<file path="src/hdl/sdc_pkg.sv">
// Shared constants, types and control structs for the sort / duplicate check core.
// No dependencies.
package sdc_pkg;

  localparam int CAPACITY   = 64;
  localparam int DATA_WIDTH = 32;

  localparam int CNT_W  = $clog2(CAPACITY + 1);
  localparam int ADDR_W = $clog2(CAPACITY);
  localparam int SPAN_W = CNT_W + 1;

  localparam logic [CNT_W-1:0] CAP_CNT = CNT_W'(CAPACITY);

  typedef logic signed [DATA_WIDTH-1:0] data_t;
  typedef logic [CNT_W-1:0]             cnt_t;
  typedef logic [SPAN_W-1:0]            span_t;

  // controller -> datapath
  typedef struct packed {
    logic load;
    logic sort_init;
    logic block_init;
    logic merge_rd;
    logic merge_wr;
    logic out_init;
    logic out_rd;
    logic out_emit;
  } cmd_t;

  // datapath -> controller
  typedef struct packed {
    logic sort_more;  // run width still below set size
    logic run_end;    // current merge writes its last word
    logic pass_end;   // current run pair is the last of the pass
    logic out_end;    // current output word is the last
  } sts_t;

endpackage

</file>
<file path="src/hdl/sdc_ctrl.sv">
// Controller state machine: sequences load, merge passes and output burst.
// Depends on sdc_pkg.
module sdc_ctrl (
  input  logic          clk,
  input  logic          rst,
  input  logic          start,
  input  logic          last,
  input  sdc_pkg::sts_t sts,
  output sdc_pkg::cmd_t cmd,
  output logic          busy,
  output logic          strobe
);
  import sdc_pkg::*;

  localparam logic [3:0] S_IDLE  = 4'd0;
  localparam logic [3:0] S_SINIT = 4'd1;
  localparam logic [3:0] S_PASS  = 4'd2;
  localparam logic [3:0] S_BLOCK = 4'd3;
  localparam logic [3:0] S_MRD   = 4'd4;
  localparam logic [3:0] S_MWR   = 4'd5;
  localparam logic [3:0] S_OINIT = 4'd6;
  localparam logic [3:0] S_ORD   = 4'd7;
  localparam logic [3:0] S_OEM   = 4'd8;

  logic [3:0] state, state_next;

  always_ff @(posedge clk) begin
    if (rst) begin
      state <= S_IDLE;
    end else begin
      state <= state_next;
    end
  end

  always_comb begin
    state_next = state;
    unique case (state)
      S_IDLE:  if (start && last) state_next = S_SINIT;
      S_SINIT: state_next = S_PASS;
      S_PASS:  state_next = sts.sort_more ? S_BLOCK : S_OINIT;
      S_BLOCK: state_next = S_MRD;
      S_MRD:   state_next = S_MWR;
      S_MWR: begin
        if (!sts.run_end) begin
          state_next = S_MRD;
        end else if (sts.pass_end) begin
          state_next = S_PASS;
        end else begin
          state_next = S_BLOCK;
        end
      end
      S_OINIT: state_next = S_ORD;
      S_ORD:   state_next = S_OEM;
      S_OEM:   state_next = sts.out_end ? S_IDLE : S_ORD;
      default: state_next = S_IDLE;
    endcase
  end

  assign cmd.load       = (state == S_IDLE) && start;
  assign cmd.sort_init  = (state == S_SINIT);
  assign cmd.block_init = (state == S_BLOCK);
  assign cmd.merge_rd   = (state == S_MRD);
  assign cmd.merge_wr   = (state == S_MWR);
  assign cmd.out_init   = (state == S_OINIT);
  assign cmd.out_rd     = (state == S_ORD);
  assign cmd.out_emit   = (state == S_OEM);

  assign busy   = (state != S_IDLE);
  assign strobe = (state == S_OEM);

endmodule

</file>
<file path="config.mk">
export PLATFORM = sky130hd
export DESIGN_NAME = sdc_ctrl
export DESIGN_NICKNAME = d
export VERILOG_FILES = /design/src/hdl/sdc_pkg.sv /design/src/hdl/sdc_ctrl.sv
export SDC_FILE = /design/constraint.sdc
export NUM_CORES = 1
export LEC_CHECK = 0
export BUFFER_PORTS_ARGS = -buffer_cell sky130_fd_sc_hd__buf_4
export CORE_AREA = 2 2 39 41
export DETAILED_ROUTE_END_ITERATION = 7
export DIE_AREA = 0 0 41 43
export MAX_ROUTING_LAYER = met4
export SLEW_MARGIN = 20
export SYNTH_ARGS = -nofsm -noshare
export SYNTH_HDL_FRONTEND = slang
export SYNTH_SLANG_ARGS = --single-unit
</file>
<file path="constraint.sdc">
create_clock -name clk -period 1.5 [get_ports clk]
set_input_delay 0.225 -clock clk [delete_from_list [all_inputs] [get_ports clk]]
set_output_delay 0.225 -clock clk [all_outputs]
set_load 0.005 [all_outputs]
</file>
# [Yosys cells after proc, flatten, opt, wreduce, memory -nomap -nowiden]
# Index checks and enable logic that the tools add are counted.
[word_totals] reg_bits=4 in_bits=8 output_inout_bits=10 word_cells=20
[classes] n_eq_ne=9 muxes=6 n_reduce_logical=4
[ops] op="$pmux 4 s9" count=1
[ops] op="$eq 4x3->1 const B" count=4
[ops] op="$mux 3" count=3
[ops] op="$eq 4x2->1 const B" count=2
[ops] op="$eq 4x1->1 const B" count=1
[ops] op="$eq 4x4->1 const B" count=1
[ops] op="$logic_not 4->1" count=1
[ops] op="$mux 4" count=1
[ops] op="$reduce_bool 4->1" count=1
[ops] op="$logic_and 1x1->1" count=2
[ops] op="$ne 2x2->1 const B" count=1
[ops] op="$mux 1" count=1

# [Logic depth before layout (Yosys ltp)]
# Gate-level depths: netlist of the first run.
[logic_depth] depth_word=3 depth_mapped=5 ltp_nobuf=4

# [Worst setup path before layout of the first run]
# OpenSTA, ideal clock, no wires.
[synth_path] kind="register -> register" startpoint="register state[3]" endpoint="register state[1]" setup_ps=122 arrival_ps=1179 t_required_ps=1378 path_slack_ps=199 path_stages_with_launch=6 path_buffers=1 period_less_slack_ps=1301 path_cell_list="dfxtp_1 buf_6 or4_4 a21oi_2 nor3_2 o311a_1"
[synth_via] elab_chain_len=2 elab_cells_between_ends=11 classes_between="eq/ne: 9; mux: 1; reduce/logical: 1"
[synth_rtl] element="start, declared" line="sdc_ctrl.sv:25" source="logic [3:0] state, state_next;"
[synth_rtl] element="start signal, assigned" line="sdc_ctrl.sv:31" source="state <= state_next;"
[synth_rtl] element="$eq 4x4->1, or another cell as far along" line="sdc_ctrl.sv:37" source="unique case (state)"
[synth_rtl] element="$pmux 4 s9 / $ne 2x2->1 (equally long branches)"
# Parallel ways exist; a longest one is shown, timed or not.
# A chain may end at the register's enable or synchronous reset.

==> out/results.ini, run 1 <==
[status]
status=finished, violations left
violations=negative setup slack

[timing]
finalHoldViolations=0
worstMarginPinSlew_ns=0.348
fin_crit_ns=1.52
slew_headroom_pct=76.2
tns_ns=-0.0188
rsz0062_at_grt=true
fin_crit_sh_pct=101
setup_ws_ns=-0.0188
clock.fmax_ghz=0.658
setup_viol=1
slew_viol_final=0
holdWs_ns=0.171
skew_ns=0.00283

[final_layout]
fin_area_um2=529
drive_gt1_share_pct=51.5
top_register=state
n_antenna_cell=0
fin_util_pct=38.2
ff_latch_area_um2=86.3
top_regs=state: 4 flops
nets=76
area_growth_pct=57.8
fill_cells=158
multi_input_area_um2=219
largest_reg_flops=4

[grt]
grt_max_degree=12
overflow=0
grt_usage_pct=11.9
grt_pass1_wl_um=1400
grt_pass1_vias=347
antenna_found_initial=0

[min_path]
hp-start=rst
whs_endpoint=state[3]$_SDFFE_PP0P_
hold_path_class=input port to register
holdPathStages=2

[worst_setup_path]
worstPathArrival_ns=1.29
critPathLaunchType=register
r2r-start=state[1]$_SDFFE_PP0P_
crit_required_ns=1.27
reg2regPathDepth=4
critPathMaxFanout=3
path_cells=or4_4 > nor2_2 > buf_4
critical_path.max_stage_delay_ns=0.55
reg2reg_to=state[1]$_SDFFE_PP0P_
crit_type=register to output pin
cpMaxStageDelayCell=or4_4
reg2reg_slack_ns=0.21
cp-end-kind=output pin

[placement]
hpwl_um=666
dpl_cell_area_um2=473
place.gp.congestion=0.777
post-place-ws_ns=0.155
numPortBuffers=17

[die]
fp-row-count=14
dieArea_um2=1760
core-area_um2=1380
initial_core_util_pct=24.2
io_pins=18
dieWidth_um=41
die_h_um=43

[job]
maxCapViolCount=0

[synthesis]
synth_edf_count=0
yosysSeqAreaShare_pct=23.9
synth_area_leaders=dfxtp_1 24%, nor2_1 7.8%, nor3_1 7.5%
avgSynthCellArea_um2=7.13
postSynthCellCount=47
syn_area_um2=335
yosys-top-cells-count=7 x nor2_1, 5 x inv_1, 5 x nor3_1, 4 x dfxtp_1
synth_fp_nets=55
netlist.area_leader.share_pct=23.9
yosysMostFrequentCell=nor2_1
ys_warn_count=0
synth.distinct_cells=26
synth_flop_cell=dfxtp_1
synth_area_leader_cell=dfxtp_1
async_flop_share_pct=0
ys_ff_latch=4

[detailed_routing]
via_per_inst=4.77
first_iter_violations=7
drc=0
met3_length_um=63
wl_met1_um=395
via_count=391
wl_met2_um=398
dr.pass1.iters=2
antenna_left=0
wl_per_cell_um=10.5
highest_layer=met3
wl_um=858

[clock_tree]
clk_latency_ns=0.23
clockBufferDepth=2
cts_buffers=3
cts_tree=built
cts.htree.levels=1
clkTransAtPathRegs_ns=0.04
cts_sinks=4
cts_root_buffer=clkbuf_4

[pwr]
cellPowerDensity_nw_per_um2=712
seqPwrFrac_pct=32.2
netSwitchingFraction_pct=27.9
switchingPower_w=0.000105
p_clk_share_pct=34.5
intPower_w=0.000272
vdd_drop_max_uv=617
power_frac_comb_pct=33.3
p_leak_nw=0.255

-- critical path: cells and delay by family (launching register included) --
| kind | cells | cell delay, ns |
|---|---|---|
| simple gates | 2 | 0.64 |
| flops | 1 | 0.31 |
| buf+inv | 1 | 0.11 |
-- timing repair --
item | CTS | global route
buffers inserted | 0 | 1
gates resized for setup | 1 | 7
hold buffers | 0 | 0
endpoints found under the setup margin | 3 | 5
-- power by group through the flow --
| stage | combinational, W | sequential [W] | clock [W] |
|---|---|---|---|
| 3_3_place_gp | 0.000120 | 0.000123 | 0 |
| 3_5_place_dp | 0.000120 | 0.000123 | 0 |
| 6_report | 0.000125 | 0.000121 | 0.000130 |
| 5_1_grt | 0.000138 | 0.000122 | 0.000144 |
| 2_1_floorplan | 0.0000701 | 0.000118 | 0 |
| 4_1_cts | 0.000120 | 0.000121 | 0.000136 |
-- worst max path at each step --
stage / start / end / slack [ns] / depth (start not counted)
after floorplan: state[3]$_SDFFE_PP0P_ / state[1]$_SDFFE_PP0P_ / 0.20 / 5
after global routing: state[1]$_SDFFE_PP0P_ / cmd[7] / -0.05 / 3
after global placement: state[3]$_SDFFE_PP0P_ / cmd[7] / 0.18 / 3
after detailed placement: state[3]$_SDFFE_PP0P_ / state[1]$_SDFFE_PP0P_ / 0.16 / 4
after CTS: state[3]$_SDFFE_PP0P_ / cmd[7] / -0.04 / 3
final: state[1]$_SDFFE_PP0P_ / cmd[7] / -0.02 / 3
-- kinds of logic after synthesis --
group / synth area share (%)
AO/OA/AOI/OAI: 19.4
AND/OR/NAND/NOR: 41.4
buffers and inverters: 15.3
flip-flops: 23.9
-- cells in the final DEF (no fill, tap or decap), drive strengths merged, types with 2 or more instances in the layout --
cell    count
buf        20
nor2        7
clkbuf      3
inv         5
nand2b      2
nand2       2
a21oi       3
nor3        6
dfxtp       4
-- layer usage --
layer  vias to the layer above  GRT usage, %
li1                        201             -
met1                       178          16.0
met2                        12          15.9
met3                         0          6.28
met4                         0          2.00
met5                         -             -
-- per-stage QoR --
step | total power [W] | instances
floorplan | 0.000188 | 47
global placement | 0.000243 | 78
detailed placement | 0.000243 | 78
CTS | 0.000377 | 81
global route | 0.000405 | 82
finish | 0.000377 | 82
-- area by class of cell --
class / count / area share, %
Timing Repair Buffer: 21 / 30.7
Tap cell: 16 / 3.78
Inverter: 5 / 3.55
Clock buffer: 3 / 4.26
Multi-Input combinational cell: 33 / 41.4
Sequential cell: 4 / 16.3
Note: power is estimated with default switching activity, not from simulation.
==> inputs of run 2 (changes only) <==
- ABC_AREA: not set -> 1
- REMOVE_ABC_BUFFERS: not set -> 1
==> out/results.ini, run 2 <==
[status]
status=completed

[detailed_routing]
via_count=430
wl_per_cell_um=8.71
antenna_left=0
via_per_inst=4.43
first_iter_violations=10
drc=0
wl_um=845
dr.pass1.iters=4

[timing]
clock.fmax_ghz=0.697
tns_ns=0
rsz0062_at_grt=true
setup_viol=0
finalHoldViolations=0
fin_crit_sh_pct=95.7
skew_ns=0.00260
setup_ws_ns=0.0643
worstMarginPinSlew_ns=0.333
slew_headroom_pct=77.7
slew_viol_final=0
fin_crit_ns=1.44

[final_layout]
n_antenna_cell=0
top_regs=state: 4 flops
fill_cells=169
final_common_cell=buf_4
largest_reg_flops=4
finalNonFillerCells=97
final_cell_mix=17 x buf_4, 14 x nor2_1, 12 x nand3_1, 11 x inv_1, 10 x nand2_1
drive_gt1_share_pct=33.3
fin_util_pct=36.0
nets=91
area_growth_pct=43.7
fin_area_um2=498
top_register=state

[synthesis]
synth_flop_cell=dfxtp_1
synth_area_leader_cell=dfxtp_1
netlist.area_leader.share_pct=23.1
avgSynthCellArea_um2=5.50
synth.distinct_cells=13
yosys-top-cells-count=14 x nor2_1, 12 x nand3_1, 11 x inv_1, 10 x nand2_1
ys_ff_latch=4
async_flop_share_pct=0
syn_area_um2=347
postSynthCellCount=63
synth_edf_count=0
yosysMostFrequentCell=nor2_1
synth_area_leaders=dfxtp_1 23%, nand3_1 17%, nor2_1 15%
ys_warn_count=0
yosysSeqAreaShare_pct=23.1

[worst_setup_path]
crit_type=register to output pin
critical_path.max_stage_delay_ns=0.36
reg2reg_slack_ns=0.35
path_cells=inv_2 > nor2_2 > nand3_1 > inv_1 > buf_4
reg2regPathDepth=6
critPathLaunchType=register
cpLargestDelayFamily=simple AND/OR/NAND/NOR gates
r2r-start=state[0]$_SDFFE_PP0P_
critPathMaxFanout=7
worstPathArrival_ns=1.21
cpMaxStageDelayCell=dfxtp_1
cp-end-kind=output pin
reg2reg_to=state[1]$_SDFFE_PP0P_
crit_required_ns=1.27
crit_buf_inv=3

[clock_tree]
cts_root_buffer=clkbuf_4
postCtsSetupRepairBufs=0
clk_latency_ns=0.24
cts.htree.levels=1
clockBufferDepth=2
cts_sinks=4
cts_buffers=3
clkTransAtPathRegs_ns=0.04
cts_tree=built
cts.repair.resized=0
postCtsHoldBufs=0

[placement]
dpl_cell_area_um2=475
hpwl_um=705
place.gp.congestion=0.810
numPortBuffers=17
post-place-ws_ns=0.306
placed_cells=94

[grt]
overflow=0
grt_pass1_vias=318
grt_pass1_wl_um=1250
grt_usage_pct=11.2
antenna_found_initial=0
grt_max_degree=9

[pwr]
p_clk_share_pct=17.8
vdd_drop_max_uv=494
netSwitchingFraction_pct=44.6
seqPwrFrac_pct=26.0
power_frac_comb_pct=56.2
switchingPower_w=0.000337
p_leak_nw=0.314
intPower_w=0.000419
cellPowerDensity_nw_per_um2=1520

[die]
core-area_um2=1380
dieArea_um2=1760
die_h_um=43
io_pins=18
initial_core_util_pct=25.0
dieWidth_um=41
fp-row-count=14

[job]
maxCapViolCount=0

[min_path]
hp-start=rst
hold_path_class=input port to register
whs_endpoint=state[2]$_SDFFE_PP0P_
holdPathStages=2

## run 2: power groups by stage
stage               logic, W  clock network [W]  registers [W]
global route        0.000490           0.000151       0.000202
detailed placement  0.000431                  0       0.000198
global placement    0.000428                  0       0.000198
CTS                 0.000431           0.000143       0.000197
floorplan           0.000276                  0       0.000186
finish              0.000425           0.000134       0.000196
## run 2: how the worst max path moves through the flow
stage,from,to,slack [ns],cells after the start
after floorplan,state[0]$_SDFFE_PP0P_,state[2]$_SDFFE_PP0P_,0.49,6
after global placement,state[2]$_SDFFE_PP0P_,cmd[1],0.29,5
after detailed placement,state[2]$_SDFFE_PP0P_,cmd[1],0.31,5
after CTS,state[2]$_SDFFE_PP0P_,cmd[1],0.04,5
after global routing,state[2]$_SDFFE_PP0P_,cmd[1],-0.06,5
final,state[2]$_SDFFE_PP0P_,cmd[1],0.06,5
## run 2: logic make-up (layout without fill, tap and decap cells)
family                 after synthesis  in the layout  share of synthesized area [%]
buffers and inverters               17             35                           21.7
AOI/OAI and AO/OA                    2              2                           3.61
DFF                                  4              4                           23.1
and+or+nand+nor                     40             40                           51.6
## run 2: cell type report
cell class | count | area (um^2) | share of cell area (%)
multi-input combinational | 42 | 191 | 38.4
sequential | 4 | 80.1 | 16.1
tap | 16 | 20.0 | 4.02
inverter | 15 | 56.3 | 11.3
timing repair buffer | 17 | 128 | 25.6
clock buffer | 3 | 22.5 | 4.52
## run 2: metrics by stage
stage / power [W] / hold slack [ns]
6_report: 0.000756 / 0.162
5_1_grt: 0.000843 / 0.149
4_1_cts: 0.000771 / 0.152
3_5_place_dp: 0.000629 / 0.407
3_3_place_gp: 0.000626 / 0.401
2_1_floorplan: 0.000462 / 0.297
## run 2: per-layer routing
| metal | share of wire [%] | GRT usage, % | up-vias |
|---|---|---|---|
| met1 | 42 | 12.2 | 179 |
| met5 | 0 | - | - |
| li1 | - | - | 231 |
| met2 | 48 | 15.6 | 20 |
| met4 | 0 | 6.00 | 0 |
| met3 | 9.5 | 6.28 | 0 |
## run 2: worst reg2reg max path: stages (launching register included)
cell     delay [ns]
dfxtp_1        0.51
inv_1          0.11
nor2_1         0.17
nand3_1        0.11
nand3_1        0.11
nand2_1        0.05
inv_1          0.04
